## config.mk

```make
export PLATFORM = sky130hd
export DESIGN_NAME = pvn_ram
export DESIGN_NICKNAME = d
export VERILOG_FILES = /design/src/hdl/pvn_ram.sv
export SDC_FILE = /design/constraint.sdc
export NUM_CORES = 1
export LEC_CHECK = 0
export ABC_AREA = 1
export BUFFER_PORTS_ARGS = -buffer_cell sky130_fd_sc_hd__buf_2
export CORE_ASPECT_RATIO = 0.8
export CORE_MARGIN = 4
export CORE_UTILIZATION = 45
export DETAILED_ROUTE_END_ITERATION = 6
export GPL_TIMING_DRIVEN = 1
export PLACE_DENSITY = 0.62
export SLEW_MARGIN = 30
export SYNTH_ARGS = -nofsm -noshare
export SYNTH_HDL_FRONTEND = slang
export SYNTH_SLANG_ARGS = --single-unit
```

## constraint.sdc

```tcl
create_clock -name clk -period 1.3 [get_ports clk]
set_clock_uncertainty 0.15 [all_clocks]
set_input_delay 0.13 -clock clk [delete_from_list [all_inputs] [get_ports clk]]
set_output_delay 0.13 -clock clk [all_outputs]
set_load 0.05 [all_outputs]
```

## src/hdl/pvn_ram.sv

```systemverilog
module pvn_ram #(
	parameter int WIDTH = 8,
	parameter int DEPTH = 16
) (
	input  logic                     clk,
	input  logic                     we,
	input  logic [$clog2(DEPTH)-1:0] waddr,
	input  logic [WIDTH-1:0]         wdata,
	input  logic [$clog2(DEPTH)-1:0] raddr,
	output logic [WIDTH-1:0]         rdata
);

	logic [WIDTH-1:0] mem [DEPTH];

	// one write port, registered read port
	always_ff @(posedge clk) begin
		if (we) begin
			mem[waddr] <= wdata;
		end
		rdata <= mem[raddr];
	end

endmodule

```

==> impl_results.md, run 1 <==
- Finished Layout Cells: between 700 and 800
- Clock transition at the registers of the reported paths: 0.05 ns
- Tcrit/Tclk final: 96.9%
- Layout cells sized above 1: a little over an eighth
- Cell count after synthesis: between 500 and 600
- Crit end category: output pin
- Pleak: 0.00303 uW
- Row count: 36
- Crit Path Max Fanout: 1
- Yosys cell types: 12
- Synth warn: 0
- Layout area overhead: 20.2%
- Most common cell after layout, fill and taps aside: nand2_1
- Via density: around 5.0
- Register bit total from synthesis: approximately 140
- Vias after detailed routing: between 3000 and 4000
- Placed cells: approximately 760
- Skew-Pair Late Insertion Delay: around 0.4 ns
- Fmax: about 790 MHz
- Type of the most critical hold path: input pin to register
- Final hold violations: 0
- Drt first-iter violations: about 450
- WP data arrival: just under 1 ns
- Final HPWL DP: between 8 and 9 mm
- Sequential area share after synthesis: 69.4%
- Post-synthesis cell area: approximately 5800 um2
- Slowest CP cell: dfxtp_1
- CTS Root Cell: clkbuf_16
- WL final: approximately 14 mm
- Core footprint: 12300 um2
- CP delay by family, top: flip-flops
- Wirelength per Cell: about 17 um
- Startpoint Class: register
- Final #Nets: around 630
- Slew HR: slightly above 70%
- Status: complete, no violations
- Min Tclk post-route: 1.26 ns
- Slew Viols, Final: 0
- Grt ovf: 0
- Final core occ: about 56%
- Detailed-route DRC error count: 0
- Final setup viols: 0
- Initial core utilization: 46.7%
- Crit-path cells: buf_4
- Slowest stage delay, CP: between 0.3 and 0.4 ns
- Largest net degree at the start of global routing: 35
- Max Cap Viol: 0
- Syn Area/Cell: approximately 10 um2
- First-pass GRT wire length: approximately 22 mm
- PnR Total Power: roughly 11000 uW
- Vias in the first global route: 3898
- Router iterations before antenna repair: 7
- DIE AREA: between 10000 and 15000 um2
- Antenna cells: 0
- Most frequent cells in the layout: nand2_1 (173), edfxtp_1 (128), inv_1 (100), nand3_1 (97), buf_4 (31)
- Port bufs: 25
- CTS tree: done
- Die Ht: 109 um
- Inserted Clock Buffers: 17
- RSZ-0062 raised after global routing: false
- Syn Nets: 569
- WP buf/inv: 1
- Initial antenna violation count: 0
- Detail Route Antenna Nets: 0
- Tightest Pin Transition: between 0.4 and 0.5 ns
- Peak VDD IR: 989 uV
- CP Class: register to output pin
- Pwr/cell area: approximately 1500 nW/um2
- IO Pins: 26
- Max clock buf depth: 2
- # clock sinks: 136
- GRT Total Usage: about a fifth
- Placer Congestion: roughly 0.86
- CP Data Required Time: 1.02 ns
- Total number of H-tree levels: 4
- Die W: around 130 um
[area by class of cell]
cell class | instances | area (um2)
clock buffer | 19 | 433
clock inverter | 13 | 183
fill | 1061 | 5410
inverter | 102 | 383
multi-input combinational | 289 | 1210
sequential | 136 | 4000
tap | 171 | 214
timing repair buffer | 63 | 504
[what timing repair did]
action / 4_1_cts / 5_1_grt
hold endpoints to repair: 71 / 0
hold buffers: 5 / 0
resized for setup: 5 / 2
buffers inserted: 0 / 0
setup endpoints to repair: 4 / 2
[report_power, final]
part | internal, uW | switching, uW
logic | 239 | 529
clock network | 3350 | 1680
registers | 4900 | 34.9
total | 8490 | 2240
[final timing paths]
check,to,depth (start not counted),start,slack (ns)
max reg2reg,rdata[0],6,mem[5][0],0.12
min reg2reg,rdata[2],6,mem[12][2],0.51
max,rdata[5],1,rdata[5],0.04
min,mem[3][3],1,wdata[3],0.008
[routing by layer]
metal  vias up  global-route usage (%)  wire, um
met5         -                       0         0
met4         0                    5.45       150
met3        12                    5.90      1230
met2       179                    30.4      6110
met1      1868                    28.9      6300
li1       1887                       -         -
[kinds of logic after synthesis]
| kind of cell | synth area share, % |
|---|---|
| simple gates | 21.0 |
| buf+inv | 9.52 |
| flops | 69.4 |
[sequential cells by signal, summed over array words and instances, names as in the netlist]
signal,cells
mem,128
rdata,8
[stage by stage]
step	hold slack (ns)	TNS (ns)	cell area, um2	setup slack, ns
3_5_place_dp	0.342	-0.256	6250	-0.0750
6_report	0.00753	0	6930	0.0405
3_3_place_gp	0.342	-0.0744	6250	-0.0382
5_1_grt	0.00676	0	6930	0.00239
2_1_floorplan	0.0789	0	5770	0.0692
4_1_cts	0.0109	0	6930	0.00869
[synthesized netlist by cell type, drive strengths merged]
cell type	n	share of area, %
nand2	173	11
edfxtp	128	67
inv	102	6.6
nand3	97	8.4
buf	24	2.9
nor2	17	1.1
dfxtp	8	2.8
nand3b	2	0.26
Power figures use the tool's default switching activity.
==> inputs of run 2 (changes only) <==
--- a/config.mk
+++ b/config.mk
@@ -7,12 +7,14 @@
 export LEC_CHECK = 0
 export ABC_AREA = 1
 export BUFFER_PORTS_ARGS = -buffer_cell sky130_fd_sc_hd__buf_2
+export CELL_PAD_IN_SITES_DETAIL_PLACEMENT = 1
+export CELL_PAD_IN_SITES_GLOBAL_PLACEMENT = 1
 export CORE_ASPECT_RATIO = 0.8
 export CORE_MARGIN = 4
-export CORE_UTILIZATION = 45
+export CORE_UTILIZATION = 44
 export DETAILED_ROUTE_END_ITERATION = 6
 export GPL_TIMING_DRIVEN = 1
-export PLACE_DENSITY = 0.62
+export PLACE_DENSITY = 0.73
 export SLEW_MARGIN = 30
 export SYNTH_ARGS = -nofsm -noshare
 export SYNTH_HDL_FRONTEND = slang
==> run 2 against run 1 <==
Critical path depth grew 4. Critical endpoint is now rdata[2]. Largest cell class unchanged. Clock-buffer cell count grew 5. Via count grew 1.3%. Fmax shrank 0.98%. Sequential cell count is the same. Setup slack lost 0.012 ns. First-iteration DRC count shrank 16%. Sequential share of layout area shrank 0.54 points. Cell count grew 0.88%. Die area grew 2.1%.
==> impl_results.md, run 2 (synthesis gave the netlist of run 1 again) <==
- RSZ-0062 raised after global routing: false
- Grt ovf: 0
- Fmax: 786 MHz
- Detail Route Antenna Nets: 0
- Wirelength per Cell: 19.1 um
- Tcrit/Tclk final: between 90% and 100%
- Vias after detailed routing: between 3000 and 4000
- Detailed-route DRC error count: 0
- Final setup viols: 0
- Hold depth: 6
- Core footprint: roughly 13000 um2
- Row count: 37
- Die W: roughly 140 um
- Startpoint Class: input pin
- Pleak: 0.00306 uW
- Final hold violations: 0
- WL final: approximately 15 mm
- Slowest CP cell: dlygate4sd3_1
- Slowest stage delay, CP: about 0.54 ns
- Most frequent cells in the layout: nand2_1 (173), edfxtp_1 (128), inv_1 (100), nand3_1 (97), buf_4 (25)
- Antenna cells: 0
- Slew Viols, Final: 0
- CP Class: input pin to register
- GRT Total Usage: 22.6%
- CTS tree: done
- DIE AREA: about 15000 um2
- Crit end category: register
- Final instance area: 7010 um2
- CTS Root Cell: clkbuf_16
- Total number of H-tree levels: 4
- Most common cell after layout, fill and taps aside: nand2_1
- Crit Path Max Fanout: 8
- Placer Congestion: around 0.76
- Largest regs: mem: 128 flops, rdata: 8 flops
- Drt first-iter violations: 383
- Initial core utilization: 45.0%
- Crit-path cells: dlygate4sd3_1 > buf_2 > inv_1 > nand3_1 > nand2_1
- Inserted Clock Buffers: 17
- Die Ht: approximately 110 um
- Via density: between 4 and 5
- Skew-Pair Late Insertion Delay: about 0.42 ns
- Cells on worst reg2reg path: 6
- Vias in the first global route: ~4300
- Peak VDD IR: around 1100 uV
- Final HPWL DP: between 9 and 10 mm
- First-pass GRT wire length: between 20 and 25 mm
- Type of the most critical hold path: input pin to register
- Area after DPL: 6280 um2
- Port bufs: 25
- Tightest Pin Transition: about 0.40 ns
- Clock transition at the registers of the reported paths: 0.06 ns
- Pwr/cell area: approximately 1500 nW/um2
- Max clock buf depth: 2
- Final #Nets: 630
- Layout cells sized above 1: 14.9%
- Slew HR: 73.2%
- Layout area overhead: 21.5%
- # clock sinks: 136
- WP data arrival: 1.48 ns
- Initial antenna violation count: 0
- Largest net degree at the start of global routing: 39
- Final core occ: roughly 55%
- Status: complete, no violations
- CP Data Required Time: about 1.5 ns
- Min Tclk post-route: about 1.3 ns
- Biggest register: mem
- Router iterations before antenna repair: 4
- Max Cap Viol: 0
- IO Pins: 26
- Max reg flops: ~130
==> run 2: cell count changes in the layout (fill, tap and decap cells not counted), moves of 4 or more <==
cell	previous run	this run
buf_4	31	25
buf_6	1	5
clkbuf_8	0	5
clkinv_1	6	0
dfxtp_1	8	4
dfxtp_2	0	4
dlygate4sd3_1	5	9
==> run 2: where the power goes <==
group	switching (uW)	internal, uW	total, uW
Sequential	45.8	4910	4950
Clock	1730	3060	4790
Combinational	540	267	807
==> run 2: layer usage <==
layer / global-route usage [%] / part of all wire [%]
met5: 0 / 0
met4: 8.71 / 1.7
met3: 4.67 / 7.8
met2: 38.1 / 50
met1: 29.1 / 40
==> run 2: final cells by class <==
type                       instances  area, um2
fill                            1387       5820
sequential                       136       4010
multi-input combinational        289       1210
timing repair buffer              66        589
clock buffer                      24        502
inverter                         102        383
tap                              175        219
clock inverter                     8       92.6
==> run 2: path summary, 6_finish.rpt <==
| kind | startpoint | endpoint | slack [ns] |
|---|---|---|---|
| worst max-delay path | raddr[3] | rdata[2] | 0.03 |
| worst min-delay path | raddr[2] | rdata[1] | 0.10 |
| worst max register to register | mem[7][0] | rdata[0] | 0.11 |
| worst min register to register | mem[13][1] | rdata[1] | 0.53 |
==> run 2: worst max-delay path, delay by kind of cell <==
family / cells / cell delay [ns]
buffers and inverters: 3 / 0.98
and+or+nand+nor: 2 / 0.36
==> run 2: metrics by stage <==
stage               cells  hold slack, ns  setup TNS (ns)  setup WS [ns]  power [uW]
finish                800           0.105               0         0.0280       10500
global route          800           0.161               0        0.00120       11000
CTS                   800          0.0928               0       0.000604       10600
detailed placement    759           0.392          -0.257        -0.0757        5800
global placement      759           0.393         -0.0320        -0.0320        5770
floorplan             551          0.0789               0         0.0692        5460
==> run 2: timing repair <==
item	in CTS	in global routing
hold buffers	9	0
hold endpoints to repair	129	0
setup endpoints to repair	6	2
gates resized for setup	13	2
buffers inserted	0	0
pin swaps	0	0
==> inputs of run 3 (changes only) <==
--- a/config.mk
+++ b/config.mk
@@ -15,6 +15,7 @@
 export DETAILED_ROUTE_END_ITERATION = 6
 export GPL_TIMING_DRIVEN = 1
 export PLACE_DENSITY = 0.73
+export RECOVER_POWER = 25
 export SLEW_MARGIN = 30
 export SYNTH_ARGS = -nofsm -noshare
 export SYNTH_HDL_FRONTEND = slang
==> run 3 against run 2 <==
Fmax fell by 1.5%. Routed wire length grew 0.65%. Largest power group unchanged. Clock power about the same. Utilization is 0.28 points lower. Sequential power is essentially flat. Highest routed layer unchanged. Worst hold slack worse by 0.0036 ns. Critical path type unchanged. Via count hardly changed.
==> impl_results.md, run 3 (synthesis gave the netlist of run 1 again) <==
- Vias after detailed routing: approximately 4000
- Finished Layout Cells: 800
- Cells on worst reg2reg path: 6
- Final core occ: 54.4%
- Most common cell after layout, fill and taps aside: nand2_1
- CTS tree: done
- RSZ-0062 raised after global routing: false
- Startpoint Class: input pin
- Max clock buf depth: 2
- Max reg flops: between 100 and 150
- Worst Hold Launch: raddr[2]
- Via density: 5.00
- Tcrit/Tclk final: just under 100%
- Grt ovf: 0
- Slew HR: between 50% and 60%
- Fmax: about 770 MHz
- Die W: ~140 um
- DIE AREA: 15000 um2
- Largest net degree at the start of global routing: 39
- Detail Route Antenna Nets: 0
- FF-to-FF setup slack: 0.11 ns
- Initial antenna violation count: 0
- Crit end category: register
- PnR Total Power: roughly 11000 uW
- Initial core utilization: between 40% and 50%
- Drt first-iter violations: between 300 and 400
- # clock sinks: 136
- Port bufs: 25
- Status: complete, no violations
- Antenna cells: 0
- Row count: 37
- Pleak: 0.00302 uW
- Peak VDD IR: roughly 1200 uV
- Wirelength per Cell: between 15 and 20 um
- Largest regs: mem: 128 flops, rdata: 8 flops
- Tightest Pin Transition: approximately 0.71 ns
- Worst-case hold path end point: rdata[1]
- Inserted Clock Buffers: 17
- Total number of H-tree levels: 4
- CTS Root Cell: clkbuf_16
- IO Pins: 26
- WP data arrival: around 1.5 ns
- Crit Path Max Fanout: 8
- Placer Congestion: 0.762
- Vias in the first global route: around 4300
- Skew-Pair Late Insertion Delay: 0.42 ns
- Setup bufs post-CTS: 0
- Layout cells sized above 1: 13.4%
- CP Data Required Time: approximately 1.5 ns
- First-pass GRT wire length: between 20 and 25 mm
- Router iterations before antenna repair: 4
- Final hold violations: 0
- Reg-to-reg startpoint: mem[7][0]
- Hold depth: 6
- Crit path from: raddr[3]
- WL final: roughly 15 mm
- Biggest register: mem
- Most frequent cells in the layout: nand2_1 (173), edfxtp_1 (128), inv_1 (100), nand3_1 (97)
- Max Cap Viol: 0
- Detailed-route DRC error count: 0
- GRT Total Usage: 22.6%
- Final HPWL DP: between 9 and 10 mm
- Type of the most critical hold path: input pin to register
- Final setup viols: 0
- Worst setup margin: around 0.0084 ns
- Min Tclk post-route: roughly 1.3 ns
- Placed cells: around 760
- Area after DPL: about 6300 um2
- Final #Nets: 630
- R2r endpoint: rdata[0]
- Slew Viols, Final: 0
- Core footprint: roughly 13000 um2
- Layout area overhead: 20.9%
- Clock transition at the registers of the reported paths: 0.06 ns
- Pwr/cell area: approximately 1500 nW/um2
- Final instance area: 6970 um2
- Die Ht: ~110 um
- Worst slack, placed: -0.0757 ns
- CP Class: input pin to register
-- run 3: per-layer routing --
layer	vias up	global-route usage (%)	wire, um
li1	1895	-	-
met5	-	0	0
met1	1963	29.1	6260
met3	19	4.67	1160
met2	119	38.1	7660
met4	0	8.71	262
-- run 3: final cells by class --
cell class | instances | area, um2
fillers | 1396 | 5850
flip-flops and latches | 136 | 4010
multi-input cells | 289 | 1210
repair buffers | 66 | 553
clock buffers | 24 | 502
inverters | 102 | 383
well taps | 175 | 219
clock inverters | 8 | 92.6
-- run 3: how the worst max path moves through the flow --
| stage | end | slack (ns) |
|---|---|---|
| after floorplan | mem[4][0] | 0.07 |
| after global placement | rdata[0] | -0.03 |
| after detailed placement | rdata[1] | -0.08 |
| after CTS | rdata[6] | 0.0006 |
| after global routing | rdata[4] | 0.001 |
| final | rdata[2] | 0.008 |
-- run 3: through the flow --
stage | hold WS (ns) | TNS, ns
final | 0.101 | 0
after detailed placement | 0.392 | -0.257
after global placement | 0.393 | -0.0320
after global routing | 0.161 | 0
after floorplan | 0.0789 | 0
after CTS | 0.0928 | 0
-- run 3: timing repair --
action / CTS / global route
cloned: 0 / 0
endpoints found under the setup margin: 6 / 2
gates resized for setup: 13 / 2
hold buffers: 9 / 0
endpoints found under the hold margin: 129 / 0
-- run 3: critical path, cell delays in order --
cell and delay (ns):
dlygate4sd3_1 0.54, buf_2 0.14, inv_1 0.32, nand3_1 0.24, nand2_1 0.13
-- run 3: power breakdown --
group          leakage, uW  switching, uW  internal [uW]
clock network     0.000296           1740           3060
logic              0.00150            541            262
registers          0.00122           45.6           4910
